## src/design/i2c_bit_level_master_top_defines.svh

```systemverilog
// Assertion macros for the I2C bit-level master.
// Included by the top level; the macros refer to its clock and reset.
`ifndef I2C_BIT_LEVEL_MASTER_TOP_DEFINES_SVH
`define I2C_BIT_LEVEL_MASTER_TOP_DEFINES_SVH

// Condition and consequence in the same cycle.
`define IBM_ASSERT_SAME(label, pre, post, msg) \
   label: assert property (@(posedge clock) disable iff (reset) (pre) |-> (post)) \
      else $error(msg);

// Consequence in the following cycle.
`define IBM_ASSERT_NEXT(label, pre, post, msg) \
   label: assert property (@(posedge clock) disable iff (reset) (pre) |=> (post)) \
      else $error(msg);

`endif

```

## src/design/ibm_pkg.sv

```systemverilog
// Shared types and constants of the I2C bit-level master.
// No dependencies; every module imports it.
package ibm_pkg;

   localparam int WAIT_WIDTH = 16;
   localparam int DELAY_W = 16;
   localparam logic [DELAY_W-1:0] DELAY_RESET = DELAY_W'(5);

   // Queue depth between front and back; must be a power of two.
   localparam int QDEPTH = 2;
   localparam int QPTR_W = $clog2(QDEPTH);

   localparam logic [2:0] OP_TICK  = 3'd0;
   localparam logic [2:0] OP_START = 3'd1;
   localparam logic [2:0] OP_STOP  = 3'd2;
   localparam logic [2:0] OP_WRITE = 3'd3;
   localparam logic [2:0] OP_READ  = 3'd4;
   localparam logic [2:0] OP_NACK  = 3'd5;

   typedef enum logic [2:0] {
      CMD_TICK,
      CMD_START,
      CMD_STOP,
      CMD_WRITE,
      CMD_READ,
      CMD_NACK
   } cmd_type;

   typedef struct packed {
      cmd_type    cmd;
      logic [7:0] tx_byte;
      logic       sda_in;
   } q_entry_type;

   typedef struct packed {
      logic empty;
      logic full;
   } q_status_type;

endpackage

```

## src/design/ibm_if.sv

```systemverilog
// Valid/ready channel interfaces for the I2C bit-level master.
// No dependencies.
interface ibm_req_if;
   logic       valid;
   logic       ready;
   logic [2:0] opcode;
   logic [7:0] tx_byte;
   logic       sda_in;

   modport source (output valid, opcode, tx_byte, sda_in, input ready);
   modport sink (input valid, opcode, tx_byte, sda_in, output ready);
endinterface

interface ibm_rsp_if;
   logic       valid;
   logic       ready;
   logic       scl_out;
   logic       sda_out;
   logic       busy_res;
   logic       done_res;
   logic [7:0] rx_byte;
   logic       ack_ok;

   modport source (output valid, scl_out, sda_out, busy_res, done_res, rx_byte, ack_ok,
                   input ready);
   modport sink (input valid, scl_out, sda_out, busy_res, done_res, rx_byte, ack_ok,
                 output ready);
endinterface

```

## src/design/i2c_bit_level_master_top.sv

```systemverilog
// Top level of the I2C bit-level master: front end, queue and sequencer.
// Depends on ibm_pkg, the channel interfaces, ibm_front, ibm_queue, ibm_back
// and the assertion macros header.
`include "i2c_bit_level_master_top_defines.svh"

// The block takes one request transaction per clock while the queue is not full, and
// returns exactly one response transaction for each, in order. Every tick or command
// is a single step of the pin sequencer in the back end, so the sustained rate is
// one transaction per cycle while responses are not stalled; each request passes
// through the queue and its response is registered in the back end. A two-entry
// queue between the front end and the sequencer absorbs response stalls. The delay
// register is written through csr_we and csr_wdata and takes effect at the next wait.
module i2c_bit_level_master_top (
   input  logic                        clock,
   input  logic                        reset,
   input  logic                        csr_we,
   input  logic [ibm_pkg::DELAY_W-1:0] csr_wdata,
   ibm_req_if.sink                     req,
   ibm_rsp_if.source                   rsp
);
   import ibm_pkg::*;

   q_status_type q_status;
   q_entry_type  push_entry, pop_entry;
   logic         push, pop;

   ibm_front u_front (
      .req        (req),
      .q_status   (q_status),
      .push       (push),
      .push_entry (push_entry)
   );

   ibm_queue u_queue (
      .clock      (clock),
      .reset      (reset),
      .push       (push),
      .push_entry (push_entry),
      .pop        (pop),
      .pop_entry  (pop_entry),
      .q_status   (q_status)
   );

   ibm_back u_back (
      .clock     (clock),
      .reset     (reset),
      .csr_we    (csr_we),
      .csr_wdata (csr_wdata),
      .pop_entry (pop_entry),
      .q_status  (q_status),
      .pop       (pop),
      .rsp       (rsp)
   );

   `IBM_ASSERT_SAME(a_pop_not_empty, pop, !q_status.empty, "pop from an empty queue")
   `IBM_ASSERT_SAME(a_done_idle, rsp.valid && rsp.done_res, !rsp.busy_res, "done while busy")
   `IBM_ASSERT_NEXT(a_push_fills, push && !pop, !q_status.empty, "queue lost a transaction")

endmodule

```

## src/design/ibm_front.sv

```systemverilog
// Front end: accepts request transactions and classifies the opcode.
// Depends on ibm_pkg and ibm_req_if.
module ibm_front (
   ibm_req_if.sink            req,
   input  ibm_pkg::q_status_type q_status,
   output logic               push,
   output ibm_pkg::q_entry_type push_entry
);
   import ibm_pkg::*;

   cmd_type cmd;

   always_comb begin
      case (req.opcode)
         OP_START: cmd = CMD_START;
         OP_STOP:  cmd = CMD_STOP;
         OP_WRITE: cmd = CMD_WRITE;
         OP_READ:  cmd = CMD_READ;
         OP_NACK:  cmd = CMD_NACK;
         default:  cmd = CMD_TICK;
      endcase
   end

   assign req.ready = !q_status.full;
   assign push = req.valid && !q_status.full;
   assign push_entry = '{cmd: cmd, tx_byte: req.tx_byte, sda_in: req.sda_in};

endmodule

```

## src/design/ibm_queue.sv

```systemverilog
// Two-entry queue of classified transactions between front and back.
// Depends on ibm_pkg.
module ibm_queue (
   input  logic                 clock,
   input  logic                 reset,
   input  logic                 push,
   input  ibm_pkg::q_entry_type push_entry,
   input  logic                 pop,
   output ibm_pkg::q_entry_type pop_entry,
   output ibm_pkg::q_status_type q_status
);
   import ibm_pkg::*;

   q_entry_type entries_ff [QDEPTH];
   logic [QPTR_W-1:0] wr_ptr_ff, rd_ptr_ff;
   logic [QPTR_W:0]   count_ff;

   always_ff @(posedge clock) begin
      if (push) begin
         entries_ff[wr_ptr_ff] <= push_entry;
      end
   end

   always_ff @(posedge clock) begin
      if (reset) begin
         wr_ptr_ff <= '0;
         rd_ptr_ff <= '0;
         count_ff  <= '0;
      end else begin
         if (push) begin
            wr_ptr_ff <= wr_ptr_ff + QPTR_W'(1);
         end
         if (pop) begin
            rd_ptr_ff <= rd_ptr_ff + QPTR_W'(1);
         end
         if (push && !pop) begin
            count_ff <= count_ff + (QPTR_W+1)'(1);
         end else if (pop && !push) begin
            count_ff <= count_ff - (QPTR_W+1)'(1);
         end
      end
   end

   assign pop_entry = entries_ff[rd_ptr_ff];
   assign q_status.empty = (count_ff == '0);
   assign q_status.full  = (count_ff == (QPTR_W+1)'(QDEPTH));

endmodule

```

## src/design/ibm_back.sv

```systemverilog
// Back end: the pin sequencer, the delay register and the result register.
// Depends on ibm_pkg and ibm_rsp_if.
module ibm_back (
   input  logic                     clock,
   input  logic                     reset,
   input  logic                     csr_we,
   input  logic [ibm_pkg::DELAY_W-1:0] csr_wdata,
   input  ibm_pkg::q_entry_type     pop_entry,
   input  ibm_pkg::q_status_type    q_status,
   output logic                     pop,
   ibm_rsp_if.source                rsp
);
   import ibm_pkg::*;

   typedef enum logic [3:0] {
      PH_IDLE, PH_S1, PH_S2, PH_P1, PH_P2, PH_N1, PH_N2, PH_WLO, PH_WHI,
      PH_WACKLO, PH_WACKHI, PH_WTAIL, PH_RPRE, PH_RLO, PH_RHI
   } phase_type;

   phase_type             phase_ff, phase_in;
   logic [2:0]            bit_ff, bit_in;
   logic [WAIT_WIDTH-1:0] wait_ff, wait_in;
   logic [7:0]            shift_ff, shift_in;
   logic                  scl_ff, scl_in;
   logic                  sda_ff, sda_in;
   logic                  ack_ff, ack_in;
   logic [7:0]            rx_ff, rx_in;
   logic                  done_ff, done_in;
   logic                  valid_ff, valid_in;
   logic [DELAY_W-1:0]    delay_ff;
   logic [WAIT_WIDTH-1:0] delay_cut, load_val;
   logic [7:0]            shift_rx;

   assign pop = !q_status.empty && (!valid_ff || rsp.ready);
   assign delay_cut = WAIT_WIDTH'(delay_ff);
   assign load_val = (delay_cut == '0) ? WAIT_WIDTH'(1) : delay_cut;

   always_comb begin
      shift_rx = shift_ff;
      shift_rx[bit_ff] = shift_ff[bit_ff] | pop_entry.sda_in;
   end

   always_comb begin
      phase_in = phase_ff;
      bit_in   = bit_ff;
      wait_in  = wait_ff;
      shift_in = shift_ff;
      scl_in   = scl_ff;
      sda_in   = sda_ff;
      ack_in   = ack_ff;
      rx_in    = rx_ff;
      done_in  = done_ff;
      valid_in = valid_ff && !rsp.ready;
      if (pop) begin
         valid_in = 1'b1;
         done_in  = 1'b0;
         if (pop_entry.cmd != CMD_TICK) begin
            if (phase_ff == PH_IDLE) begin
               bit_in  = 3'd7;
               wait_in = load_val;
               case (pop_entry.cmd)
                  CMD_START: begin
                     sda_in   = 1'b0;
                     phase_in = PH_S1;
                  end
                  CMD_STOP: begin
                     scl_in   = 1'b1;
                     phase_in = PH_P1;
                  end
                  CMD_WRITE: begin
                     shift_in = pop_entry.tx_byte;
                     sda_in   = pop_entry.tx_byte[7];
                     phase_in = PH_WLO;
                  end
                  CMD_READ: begin
                     shift_in = '0;
                     sda_in   = 1'b1;
                     phase_in = PH_RPRE;
                  end
                  default: begin
                     scl_in   = 1'b0;
                     phase_in = PH_N1;
                  end
               endcase
            end
         end else if (phase_ff != PH_IDLE) begin
            if (wait_ff > WAIT_WIDTH'(1)) begin
               wait_in = wait_ff - WAIT_WIDTH'(1);
            end else begin
               wait_in = '0;
               case (phase_ff)
                  PH_S1: begin
                     scl_in   = 1'b0;
                     wait_in  = load_val;
                     phase_in = PH_S2;
                  end
                  PH_P1: begin
                     sda_in   = 1'b1;
                     wait_in  = load_val;
                     phase_in = PH_P2;
                  end
                  PH_N1: begin
                     scl_in   = 1'b1;
                     wait_in  = load_val;
                     phase_in = PH_N2;
                  end
                  PH_N2: begin
                     scl_in   = 1'b0;
                     phase_in = PH_IDLE;
                     done_in  = 1'b1;
                  end
                  PH_WLO, PH_WACKLO, PH_RLO: begin
                     scl_in  = 1'b1;
                     wait_in = load_val;
                     phase_in = (phase_ff == PH_WLO) ? PH_WHI :
                                (phase_ff == PH_RLO) ? PH_RHI : PH_WACKHI;
                  end
                  PH_WHI: begin
                     scl_in  = 1'b0;
                     wait_in = load_val;
                     if (bit_ff == 3'd0) begin
                        sda_in   = 1'b1;
                        phase_in = PH_WACKLO;
                     end else begin
                        bit_in   = bit_ff - 3'd1;
                        sda_in   = shift_ff[bit_ff - 3'd1];
                        phase_in = PH_WLO;
                     end
                  end
                  PH_WACKHI: begin
                     ack_in   = !pop_entry.sda_in;
                     scl_in   = 1'b0;
                     sda_in   = 1'b0;
                     wait_in  = load_val;
                     phase_in = PH_WTAIL;
                  end
                  PH_RPRE: begin
                     wait_in  = load_val;
                     phase_in = PH_RLO;
                  end
                  PH_RHI: begin
                     shift_in = shift_rx;
                     scl_in   = 1'b0;
                     if (bit_ff == 3'd0) begin
                        rx_in    = shift_rx;
                        phase_in = PH_IDLE;
                        done_in  = 1'b1;
                     end else begin
                        bit_in   = bit_ff - 3'd1;
                        wait_in  = load_val;
                        phase_in = PH_RLO;
                     end
                  end
                  default: begin
                     phase_in = PH_IDLE;
                     done_in  = 1'b1;
                  end
               endcase
            end
         end
      end
   end

   always_ff @(posedge clock) begin
      if (reset) begin
         phase_ff <= PH_IDLE;
         bit_ff   <= 3'd7;
         wait_ff  <= '0;
         shift_ff <= '0;
         scl_ff   <= 1'b1;
         sda_ff   <= 1'b1;
         ack_ff   <= 1'b0;
         rx_ff    <= '0;
         done_ff  <= 1'b0;
         valid_ff <= 1'b0;
         delay_ff <= DELAY_RESET;
      end else begin
         phase_ff <= phase_in;
         bit_ff   <= bit_in;
         wait_ff  <= wait_in;
         shift_ff <= shift_in;
         scl_ff   <= scl_in;
         sda_ff   <= sda_in;
         ack_ff   <= ack_in;
         rx_ff    <= rx_in;
         done_ff  <= done_in;
         valid_ff <= valid_in;
         if (csr_we) begin
            delay_ff <= csr_wdata;
         end
      end
   end

   assign rsp.valid    = valid_ff;
   assign rsp.scl_out  = scl_ff;
   assign rsp.sda_out  = sda_ff;
   assign rsp.busy_res = (phase_ff != PH_IDLE);
   assign rsp.done_res = done_ff;
   assign rsp.rx_byte  = rx_ff;
   assign rsp.ack_ok   = ack_ff;

endmodule

```

## src/flat_wrapper.sv

```systemverilog
// flat-port wrapper written by rule: the top's interface ports become plain ports
module i2c_bit_level_master_top_flat import ibm_pkg::*;
  (clock, reset, csr_we, csr_wdata, req_valid, req_opcode, req_tx_byte, req_sda_in, req_ready, rsp_valid, rsp_scl_out, rsp_sda_out, rsp_busy_res, rsp_done_res, rsp_rx_byte, rsp_ack_ok, rsp_ready);
  ibm_req_if req_i ();
  ibm_rsp_if rsp_i ();
  input  logic clock;
  input  logic reset;
  input  logic csr_we;
  input  logic [ibm_pkg::DELAY_W-1:0] csr_wdata;
  input wire logic [$bits(req_i.valid)-1:0] req_valid;
  input wire logic [$bits(req_i.opcode)-1:0] req_opcode;
  input wire logic [$bits(req_i.tx_byte)-1:0] req_tx_byte;
  input wire logic [$bits(req_i.sda_in)-1:0] req_sda_in;
  output wire logic [$bits(req_i.ready)-1:0] req_ready;
  output wire logic [$bits(rsp_i.valid)-1:0] rsp_valid;
  output wire logic [$bits(rsp_i.scl_out)-1:0] rsp_scl_out;
  output wire logic [$bits(rsp_i.sda_out)-1:0] rsp_sda_out;
  output wire logic [$bits(rsp_i.busy_res)-1:0] rsp_busy_res;
  output wire logic [$bits(rsp_i.done_res)-1:0] rsp_done_res;
  output wire logic [$bits(rsp_i.rx_byte)-1:0] rsp_rx_byte;
  output wire logic [$bits(rsp_i.ack_ok)-1:0] rsp_ack_ok;
  input wire logic [$bits(rsp_i.ready)-1:0] rsp_ready;
  assign req_i.valid = req_valid;
  assign req_i.opcode = req_opcode;
  assign req_i.tx_byte = req_tx_byte;
  assign req_i.sda_in = req_sda_in;
  assign req_ready = req_i.ready;
  assign rsp_valid = rsp_i.valid;
  assign rsp_scl_out = rsp_i.scl_out;
  assign rsp_sda_out = rsp_i.sda_out;
  assign rsp_busy_res = rsp_i.busy_res;
  assign rsp_done_res = rsp_i.done_res;
  assign rsp_rx_byte = rsp_i.rx_byte;
  assign rsp_ack_ok = rsp_i.ack_ok;
  assign rsp_i.ready = rsp_ready;
  i2c_bit_level_master_top u_core (.clock(clock), .reset(reset), .csr_we(csr_we), .csr_wdata(csr_wdata), .req(req_i), .rsp(rsp_i));
endmodule
```

## config.mk

```make
export PLATFORM = sky130hd
export DESIGN_NAME = i2c_bit_level_master_top_flat
export DESIGN_NICKNAME = d
export VERILOG_FILES = /design/src/design/ibm_pkg.sv /design/src/design/ibm_if.sv /design/src/design/i2c_bit_level_master_top.sv /design/src/design/ibm_front.sv /design/src/design/ibm_queue.sv /design/src/design/ibm_back.sv /design/src/flat_wrapper.sv
export VERILOG_INCLUDE_DIRS = /design/src /design/src/design
export SDC_FILE = /design/constraint.sdc
export NUM_CORES = 1
export LEC_CHECK = 0
export BUFFER_PORTS_ARGS = -buffer_cell sky130_fd_sc_hd__buf_2
export CORE_AREA = 2 2 104 106
export DETAILED_ROUTE_END_ITERATION = 6
export DIE_AREA = 0 0 106 108
export GPL_TIMING_DRIVEN = 0
export PLACE_DENSITY_LB_ADDON = 0.12
export SLEW_MARGIN = 30
export SYNTH_ARGS = -nofsm -noshare
export SYNTH_HDL_FRONTEND = slang
export SYNTH_SLANG_ARGS = --single-unit
```

## constraint.sdc

```tcl
create_clock -name clock -period 3.35 [get_ports clock]
set_clock_uncertainty 0.2 [all_clocks]
set_input_delay 0.67 -clock clock [delete_from_list [all_inputs] [get_ports clock]]
set_output_delay 0.67 -clock clock [all_outputs]
set_load 0.03 [all_outputs]
```

==> results of run 1 <==
## worst register-to-register path: stages, from the launching register on
cell and delay (ps):
dfxtp_1 350, clkbuf_1 260, nor4_1 100, nor2_1 360
clkinvlp_4 290, ha_1 290, a211oi_2 320, nand3_1 360
a221oi_1 310, nor3_1 80
## stage by stage
step	std cells	hold slack, ps
after floorplan	494	244
after global placement	676	264
after detailed placement	676	278
after CTS	691	273
after global routing	695	266
final	695	285
## state kept, by name, indices dropped and copies added (netlist names), named ones only
register                    flops
u_core.u_queue.wr_ptr_ff        1
u_core.u_queue.entries_ff      24
u_core.u_back.phase_ff          4
u_core.u_back.rsp.ack_ok        1
u_core.u_back.rsp.rx_byte       8
u_core.u_back.rsp.scl_out       1
u_core.u_back.rsp.done_res      1
u_core.u_back.delay_cut        16
u_core.u_back.rsp.sda_out       1
u_core.u_back.bit_ff            3
u_core.u_back.shift_ff          8
u_core.u_back.rsp.valid         1
u_core.u_back.wait_ff          16
u_core.u_queue.rd_ptr_ff        1
u_core.u_queue.count_ff         2
## synthesized netlist by cell type (11+ instances only)
cell / n
a211oi_1: 11
inv_1: 16
mux2i_1: 30
nor2_1: 75
nor3_1: 22
dfxtp_1: 65
clkbuf_1: 22
o21ai_0: 18
nor4_1: 12
nand2_1: 26
edfxtp_1: 24
a21oi_1: 31
## repair_timing
item / CTS / global route
pin swaps: 0 / 0
setup endpoints to repair: 13 / 23
gates resized for setup: 0 / 9
setup buffers: 0 / 5
cloned: 0 / 0
## layout make-up
type	count	area [um^2]
clock buffers	10	129
repair buffers	51	268
plain buffers	28	130
clock inverters	6	138
fillers	973	4930
inverters	16	63.8
flip-flops and latches	89	2020
multi-input cells	359	2380
well taps	136	170
## placed cells by master (no fill, tap or decap), types with 4 or more instances in the layout
cell       synthesis  final
a211o_1            4      4
a211oi_1          11     10
a21oi_1           31     31
a221oi_1           7      7
a31oi_1            5      5
and3_1             4      4
buf_2              2     48
buf_4              1      6
bufinv_16          0      4
clkbuf_1          22     17
clkbuf_2           0      4
clkbuf_8           0      9
dfxtp_1           65     65
edfxtp_1          24     24
ha_1               8      8
inv_1             16     15
mux2_2             6      6
mux2i_1           30     29
nand2_1           26     26
nand2b_1           7      7
nand3_1            5      5
nor2_1            75     74
nor2b_1            7      7
nor3_1            22     22
nor4_1            12     12
o211ai_1           4      4
o21ai_0           18     18
o22ai_1            6      6
o32ai_1            5      5
xnor2_1            4      4
xor2_1             9      9
## final timing paths
kind | from | endpoint | depth (start not counted)
setup / recovery | flop | u_core.u_back.shift_ff[3]$_SDFFE_PP0P_ | 9
hold / removal | req_tx_byte[0] | u_core.u_queue.entries_ff[1][1]$_DFFE_PP_ | 1
setup reg to reg | flop | u_core.u_back.shift_ff[3]$_SDFFE_PP0P_ | 9
hold reg to reg | u_core.u_back.wait_ff[4]$_SDFFE_PP0P_ | u_core.u_back.wait_ff[4]$_SDFFE_PP0P_ | 2
## routing by layer
metal	routed length, um	global-route usage, %	up-vias
met3	771	4.64	18
met5	0	0	-
li1	-	-	1933
met1	5930	32.4	1851
met4	236	8.65	0
met2	5270	33.0	119
## report_power, final
| part | switching, mW | total (mW) | internal, mW |
|---|---|---|---|
| clock | 0.407 | 0.987 | 0.580 |
| sequential | 0.192 | 1.50 | 1.31 |
| combinational | 1.38 | 2.19 | 0.813 |
| total | 1.98 | 4.68 | 2.71 |
## logic make-up (layout without fill, tap and decap cells)
group                    after synthesis  count (layout)  synth area share (%)
flip-flops                            89              89                  44.1
buffers and inverters                 46             111                  4.23
AO/OA/AOI/OAI                        116             116                  17.6
adder cells (fa/ha/maj)                8               8                  2.18
multiplexers                          38              38                  9.00
XOR/XNOR                              13              13                  2.48
AND/OR/NAND/NOR                      184             184                  20.5
==> metrics.md, run 1 <==
| Metric | Value |
|---|---|
| Via density | `approximately 5.6` |
| Synth area leader | `dfxtp_1` |
| Max IR drop VDD | `between 0.0003 and 0.0004 V` |
| CP Launch Type | `flop` |
| Gr ovfl total | `0` |
| # IOs | `48` |
| Area Growth Syn to Fin | `15.6%` |
| Final Power | `approximately 4.7 mW` |
| Die ar. | `11,400 um^2` |
| Htree depth | `3` |
| Chip width | `106 um` |
| Worst-Margin Slew | `711 ps` |
| Post-route design area | `5300 um^2` |
| Detailed-route via count | `~3,900` |
| Status | `completed` |
| Max_slew headroom | `52.6%` |
| Pwr dens | `a little under 900 nW/um^2` |
| All-layer global routing usage | `22.4%` |
| Synth cell types | `67` |
| Syn Nets | `about 540` |
| CP Max Fanout | `8` |
| Placeable Area | `approximately 10,000 um^2` |
| Vias in the first global route | `3,784` |
| Starting Density | `44.8%` |
| Clock Tree Buf Depth | `2` |
| Fin util | `51.8%` |
| Synth top area share | `approximately 28%` |
| CTS clk-pin slew, worst paths | `about 90 ps` |
| Setup WS pre-CTS | `-61.9 ps` |
| Final hold vios | `0` |
| Register-to-register setup slack | `300 ps` |
| Area after DPL | `4990 um^2` |
| Count of buffers from port buffering | `46` |
| Number of diodes | `0` |
| Nets | `between 500 and 600` |
| Critical path data arrival time | `3080 ps` |
| Final worst slack | `303 ps` |
| Min-delay worst type | `in -> reg` |
| Fin. max-slew vios | `0` |
| Row count | `37` |
| Crit share post-route | `between 90% and 100%` |
| Post-synth EDFFs | `24` |
| Seq/Total Area, Yosys | `between 40% and 50%` |
| Area of the mapped netlist | `4590 um^2` |
| Total CTS buffers | `9` |
| Post-DP HPWL | `8.90 mm` |
| Largest delay share family, worst path | `simple AND/OR/NAND/NOR gates` |
| Initial antenna violation count | `0` |
| RSZ-0062 raised after global routing | `no` |
| Mapped Cells | `494` |
| Layout cell share with drive strength beyond 1 | `18.2%` |
| WL per Instance | `17.6 um` |
| Clk sink count | `89` |
| Max-Cap Viols | `0` |
| Drt pass-1 iters | `5` |
| Number of synthesized register bits | `89` |
| DRC errors left | `0` |
| FMAX | `0.328 GHz` |
| DR iter-0 viols | `206` |
| Average size of a mapped cell | `9.29 um^2` |
| Critical Path Sink Type | `flop` |
| Pin count of the biggest net entering global routing | `16` |
| Cell-by-cell trace of the critical path | `clkbuf_1 > nor4_1 > nor2_1 > clkinvlp_4 > ha_1 > a211oi_2 > nand3_1 > a221oi_1 > nor3_1` |
| Crit path required time | `around 3400 ps` |
| Slowest Stage Delay on Critical Path | `between 300 and 400 ps` |
| Hold_buf cts | `0` |
| TNS Setup | `0 ps` |
| Die H | `108 um` |
| Critical path type | `reg -> reg` |
| Main synth FF type | `dfxtp_1` |
| Minimum clock period | `a little over 3000 ps` |
| Post-Route WL | `~12 mm` |
| YS warnings | `0` |
| Worst skew pair latency | `360 ps` |
| Fraction of registers with async set/reset | `0%` |
| Final setup viols | `0` |
| First-pass GRT wire length | `19.9 mm` |
| Placer Congestion | `0.921` |
| Leakage | `2.13 nW` |
| CTS root buffer | `clkbuf_8` |
| Synth area leaders | `dfxtp_1 (28%), edfxtp_1 (16%), mux2i_1 (6.5%)` |
| Worst path slowest cell | `nor2_1` |
| Buf/Inv on CP | `2` |
| CTS tree | `done` |
| Post-DRT Antenna Nets | `0` |
Power figures use the tool's default switching activity.
==> run 2, diff against run 1 <==
--- a/config.mk
+++ b/config.mk
@@ -11,6 +11,7 @@
 export DETAILED_ROUTE_END_ITERATION = 6
 export DIE_AREA = 0 0 106 108
 export GPL_TIMING_DRIVEN = 0
+export MAX_ROUTING_LAYER = met4
 export PLACE_DENSITY_LB_ADDON = 0.12
 export SLEW_MARGIN = 30
 export SYNTH_ARGS = -nofsm -noshare
==> metrics.md, run 2 (synthesis gave the netlist of run 1 again) <==
| Metric | Value |
|---|---|
| DR top layer | `met4` |
| Cell count of the worst hold path | `1` |
| CTS tree | `done` |
| CTS root buffer | `clkbuf_8` |
| Number of diodes | `0` |
| Max IR drop VDD | `0.000292 V` |
| Post-Route WL | `12.0 mm` |
| Final Power | `4.40 mW` |
| Pin count of the biggest net entering global routing | `17` |
| CTS clk-pin slew, worst paths | `100 ps` |
| Worst hold path startpoint | `req_tx_byte[0]` |
| Minimum clock period | `3110 ps` |
| Met3 wire len | `661 um` |
| Die H | `108 um` |
| Placer Congestion | `0.932` |
| Worst skew pair latency | `roughly 370 ps` |
| Layout cell share with drive strength beyond 1 | `17.8%` |
| Pwr dens | `847 nW/um^2` |
| Nets | `592` |
| Commonest non-fill, non-tap cells in the layout | `nor2_1 (74), dfxtp_1 (65), buf_2 (48)` |
| Status | `completed` |
| Hold_buf cts | `0` |
| Fin. max-slew vios | `0` |
| Via density | `5.71` |
| Wl on met1 | `5.85 mm` |
| Leakage | `2.08 nW` |
| # IOs | `48` |
| Reg-to-Reg Start | `u_core.u_back.bit_ff[1]$_SDFFE_PP1P_` |
| Max reg flops | `24` |
| FF-to-FF End | `u_core.u_back.rsp.sda_out$_SDFFE_PP1P_` |
| WL met2 | `5.19 mm` |
| Total CTS buffers | `9` |
| Slowest Stage Delay on Critical Path | `510 ps` |
| Htree depth | `3` |
| Cell-by-cell trace of the critical path | `clkbuf_1 > inv_1 > ha_1 > mux4_2 > mux2_2 > nor2_1 > o211ai_1 > a2111oi_0 > a21oi_1` |
| Most flop-heavy register | `u_core.u_queue.entries_ff` |
| Worst path slowest cell | `mux4_2` |
| Chip width | `between 100 and 150 um` |
| Fillcell total | `approximately 990` |
| DRC errors left | `0` |
| Die ar. | `~11,000 um^2` |
| Post-DRT Antenna Nets | `0` |
| Vias in the first global route | `approximately 3,800` |
| Detailed-route via count | `3,952` |
| Count of buffers from port buffering | `46` |
| Max-Cap Viols | `0` |
| First-pass GRT wire length | `19.7 mm` |
| WL per Instance | `around 17 um` |
| Initial antenna violation count | `0` |
| All-layer global routing usage | `22.7%` |
| Crit path required time | `between 3000 and 4000 ps` |
| Register Area | `2020 um^2` |
| Final setup viols | `0` |
| Worst-Margin Slew | `712 ps` |
| CP Launch Type | `flop` |
| Row count | `37` |
| Multi-input logic area | `2390 um^2` |
| Critical Path Sink Type | `flop` |
| Fin util | `between 50% and 60%` |
| Final hold vios | `0` |
| FMAX | `approximately 0.32 GHz` |
| CP Max Fanout | `10` |
| Crit share post-route | `92.7%` |
| Clock Tree Buf Depth | `2` |
| Max_slew headroom | `52.5%` |
| Min-delay worst type | `in -> reg` |
| RSZ-0062 raised after global routing | `no` |
| Placeable Area | `10,200 um^2` |
| Worst Hold Path EP | `u_core.u_queue.entries_ff[0][1]$_DFFE_PP_` |
| Post-DP HPWL | `between 8 and 9 mm` |
| Area Growth Syn to Fin | `13.3%` |
| R2R depth | `9` |
| Commonest non-fill, non-tap cell in the layout | `nor2_1` |
| Clk sink count | `a little under 90` |
| Critical path data arrival time | `3150 ps` |
| Starting Density | `44.8%` |
| Drt pass-1 iters | `5` |
| Gr ovfl total | `0` |
| DR iter-0 viols | `253` |
| Critical path type | `reg -> reg` |
| Register-to-register setup slack | `240 ps` |
run 2: area by class of cell:
type                       count  area share [%]
tap                          136            3.27
inverter                      16            1.16
multi-input combinational    359            45.9
timing repair buffer          46            4.43
buffer                        30            2.70
sequential                    89            38.9
clock buffer                  10            2.65
clock inverter                 6           0.963
run 2: critical path, delay by kind of cell (launching register included):
kind                     cells  cell delay [ps]
multiplexers                 2              800
buffers and inverters        2              580
AO/OA/AOI/OAI                3              580
adder cells (fa/ha/maj)      1              380
flip-flops                   1              360
AND/OR/NAND/NOR              1               90
run 2: what timing repair did:
item / 4_1_cts / 5_1_grt
resized for setup: 2 / 10
setup endpoints to repair: 6 / 11
setup buffers: 0 / 0
run 2: layer usage:
metal	track usage, %	vias to the layer above
li1	-	1929
met1	32.4	1872
met2	32.4	124
met3	4.22	27
met4	7.80	0
met5	-	-
run 2: worst max path at each step:
stage / start / to / slack, ps
finish: u_core.u_back.bit_ff[1]$_SDFFE_PP1P_ / u_core.u_back.rsp.sda_out$_SDFFE_PP1P_ / 240
global route: u_core.u_back.bit_ff[1]$_SDFFE_PP1P_ / u_core.u_back.rsp.sda_out$_SDFFE_PP1P_ / 10
CTS: flop / u_core.u_back.shift_ff[3]$_SDFFE_PP0P_ / 20
detailed placement: flop / u_core.u_back.shift_ff[3]$_SDFFE_PP0P_ / -70
global placement: flop / u_core.u_back.shift_ff[3]$_SDFFE_PP0P_ / -110
floorplan: u_core.u_back.bit_ff[0]$_SDFFE_PP1P_ / u_core.u_back.rsp.sda_out$_SDFFE_PP1P_ / 580
run 2: through the flow:
| stage | TNS (ps) | setup slack (ps) | cells | instance area [um^2] | hold WS, ps |
|---|---|---|---|---|---|
| final | 0 | 245 | 692 | 5200 | 283 |
| after global routing | 0 | 12.9 | 692 | 5200 | 272 |
| after detailed placement | -102 | -70.0 | 676 | 4990 | 277 |
| after global placement | -386 | -108 | 676 | 4990 | 265 |
| after CTS | 0 | 21.3 | 692 | 5180 | 278 |
| after floorplan | 0 | 582 | 494 | 4590 | 244 |
run 2: report_power, final:
| part | switching [mW] | total, mW | internal, mW |
|---|---|---|---|
| registers | 0.185 | 1.50 | 1.31 |
| logic | 1.38 | 2.18 | 0.797 |
| clock network | 0.427 | 0.727 | 0.299 |
| total | 1.99 | 4.40 | 2.41 |
==> run 3, diff against run 2 <==
--- a/config.mk
+++ b/config.mk
@@ -6,13 +6,14 @@
 export SDC_FILE = /design/constraint.sdc
 export NUM_CORES = 1
 export LEC_CHECK = 0
-export BUFFER_PORTS_ARGS = -buffer_cell sky130_fd_sc_hd__buf_2
+export BUFFER_PORTS_ARGS = -buffer_cell sky130_fd_sc_hd__clkbuf_2
 export CORE_AREA = 2 2 104 106
 export DETAILED_ROUTE_END_ITERATION = 6
 export DIE_AREA = 0 0 106 108
 export GPL_TIMING_DRIVEN = 0
 export MAX_ROUTING_LAYER = met4
 export PLACE_DENSITY_LB_ADDON = 0.12
+export SETUP_SLACK_MARGIN = 0.5
 export SLEW_MARGIN = 30
 export SYNTH_ARGS = -nofsm -noshare
 export SYNTH_HDL_FRONTEND = slang
==> constraint.sdc (replaced) <==
create_clock -name clock -period 3.3 [get_ports clock]
set_clock_uncertainty 0.2 [all_clocks]
set_input_delay 0.66 -clock clock [delete_from_list [all_inputs] [get_ports clock]]
set_output_delay 0.66 -clock clock [all_outputs]
set_load 0.03 [all_outputs]
==> metrics.md, run 3 (synthesis gave the netlist of run 1 again) <==
| Metric | Value |
|---|---|
| Status | `completed` |
| CP Launch Type | `flop` |
| TNS Setup | `0 ps` |
| Chip width | `106 um` |
| Crit share post-route | `81.9%` |
| Row count | `37` |
| Layout cell share with drive strength beyond 1 | `22.2%` |
| Starting Density | `roughly 45%` |
| Pwr dens | `855 nW/um^2` |
| Pin count of the biggest net entering global routing | `17` |
| Cell-by-cell trace of the critical path | `clkbuf_2 > clkbuf_2 > mux2i_2 > o311ai_0 > nor2_1 > o21ai_0 > a221oi_1 > nor3_1` |
| Fin util | `52.5%` |
| # IOs | `48` |
| Fin. max-slew vios | `0` |
| Minimum clock period | `2700 ps` |
| Max-Cap Viols | `0` |
| DRC errors left | `0` |
| Htree depth | `3` |
| FMAX | `0.370 GHz` |
| Post-Route WL | `12.2 mm` |
| Vias in the first global route | `3,718` |
| Setup WS pre-CTS | `-138 ps` |
| Total CTS buffers | `9` |
| Final hold vios | `0` |
| CTS root buffer | `clkbuf_8` |
| First-pass GRT wire length | `between 15 and 20 mm` |
| Gr ovfl total | `0` |
| Crit path required time | `3330 ps` |
| Critical path type | `reg -> reg` |
| Fillcell total | `981` |
| FF-to-FF End | `u_core.u_back.shift_ff[3]$_SDFFE_PP0P_` |
| Critical path data arrival time | `2730 ps` |
| R2R depth | `8` |
| RSZ-0062 raised after global routing | `yes` |
| Final worst slack | `~600 ps` |
| Worst Hold Path EP | `u_core.u_queue.entries_ff[1][6]$_DFFE_PP_` |
| Detailed-route via count | `3,993` |
| Worst hold path startpoint | `req_tx_byte[5]` |
| Cell count of the worst hold path | `1` |
| Placer Congestion | `between 0.9 and 1` |
| Area after DPL | `4990 um^2` |
| Nets | `about 600` |
| Area Growth Syn to Fin | `17.0%` |
| Commonest non-fill, non-tap cells in the layout | `nor2_1 (72), dfxtp_1 (64), clkbuf_2 (51)` |
| Largest delay share family, worst path | `compound AO/OA/AOI/OAI gates` |
| Max IR drop VDD | `0.000373 V` |
| Number of diodes | `0` |
| WL per Instance | `17.3 um` |
| Most flop-heavy register | `u_core.u_queue.entries_ff` |
| DR iter-0 viols | `280` |
| CTS clk-pin slew, worst paths | `90 ps` |
| CP Max Fanout | `10` |
| Clk sink count | `89` |
| Worst-Margin Slew | `793 ps` |
| CTS tree | `done` |
| Worst skew pair latency | `380 ps` |
| Min-delay worst type | `in -> reg` |
| Via density | `5.67` |
| Clock Tree Buf Depth | `2` |
| Slowest Stage Delay on Critical Path | `approximately 440 ps` |
| Final setup viols | `0` |
| Die H | `108 um` |
| Critical Path Sink Type | `flop` |
| Placeable Area | `a little over 10,000 um^2` |
| Commonest non-fill, non-tap cell in the layout | `nor2_1` |
| Worst path slowest cell | `mux2i_2` |
| Most frequent CP cell | `clkbuf_2` |
| All-layer global routing usage | `22.3%` |
| Final Power | `around 4.6 mW` |
| Post-DP HPWL | `8.77 mm` |
| Die ar. | `11,400 um^2` |
| Drt pass-1 iters | `5` |
| Count of buffers from port buffering | `46` |
| Max_slew headroom | `46.8%` |
| Buf/Inv on CP | `2` |
| Register-to-register setup slack | `600 ps` |
| Hold_buf cts | `0` |
| Max reg flops | `24` |
| Leakage | `2.14 nW` |
| Post-route design area | `5370 um^2` |
| Post-DRT Antenna Nets | `0` |
| Initial antenna violation count | `0` |
==> run 3: cell count changes in the layout (fill, tap and decap cells not counted), moves of 3 or more <==
| cell | delta |
|---|---|
| buf_2 | -47 |
| clkbuf_2 | +46 |
| buf_4 | +14 |
| clkbuf_1 | -3 |
==> run 3: cell type report <==
| class | instances | area (um^2) | area share, % |
|---|---|---|---|
| plain buffers | 30 | 158 | 2.94 |
| clock buffers | 9 | 124 | 2.31 |
| clock inverters | 7 | 58.8 | 1.10 |
| inverters | 16 | 63.8 | 1.19 |
| multi-input cells | 359 | 2450 | 45.7 |
| flip-flops and latches | 89 | 2020 | 37.7 |
| well taps | 136 | 170 | 3.17 |
| repair buffers | 58 | 320 | 5.97 |
==> run 3: timing repair <==
| item | in CTS | in global routing |
|---|---|---|
| setup endpoints to repair | 37 | 32 |
| pin swaps | 2 | 4 |
| resized for setup | 22 | 13 |
| buffers inserted | 3 | 9 |
==> run 3: worst max path at each step <==
stage | to | from | slack [ps] | depth (start not counted)
after floorplan | u_core.u_back.rsp.sda_out$_SDFFE_PP1P_ | u_core.u_back.bit_ff[0]$_SDFFE_PP1P_ | 530 | 9
after global placement | u_core.u_back.shift_ff[3]$_SDFFE_PP0P_ | flop | -150 | 10
after detailed placement | u_core.u_back.shift_ff[3]$_SDFFE_PP0P_ | flop | -140 | 10
after CTS | u_core.u_back.wait_ff[14]$_SDFFE_PP0P_ | flop | 510 | 9
after global routing | u_core.u_back.rsp.sda_out$_SDFFE_PP1P_ | u_core.u_back.bit_ff[1]$_SDFFE_PP1P_ | 460 | 9
final | u_core.u_back.shift_ff[3]$_SDFFE_PP0P_ | flop | 600 | 8
==> run 3: power by group <==
part	internal, mW	leakage [nW]	total (mW)	switching, mW
Clock	0.280	0.0880	0.711	0.431
Sequential	1.33	0.756	1.53	0.193
Combinational	0.904	1.30	2.35	1.45
==> run 3: routing by layer <==
layer	GRT usage, %	share of wire [%]	vias to the layer above
met5	-	0	-
met4	7.80	1.4	0
met3	2.83	4.8	13
met2	32.1	43	121
met1	32.3	51	1893
li1	-	-	1966
==> run 3: stage by stage <==
step,std cells,hold slack [ps]
after floorplan,494,244
after global placement,676,270
after detailed placement,676,274
after CTS,695,270
after global routing,704,259
final,704,272
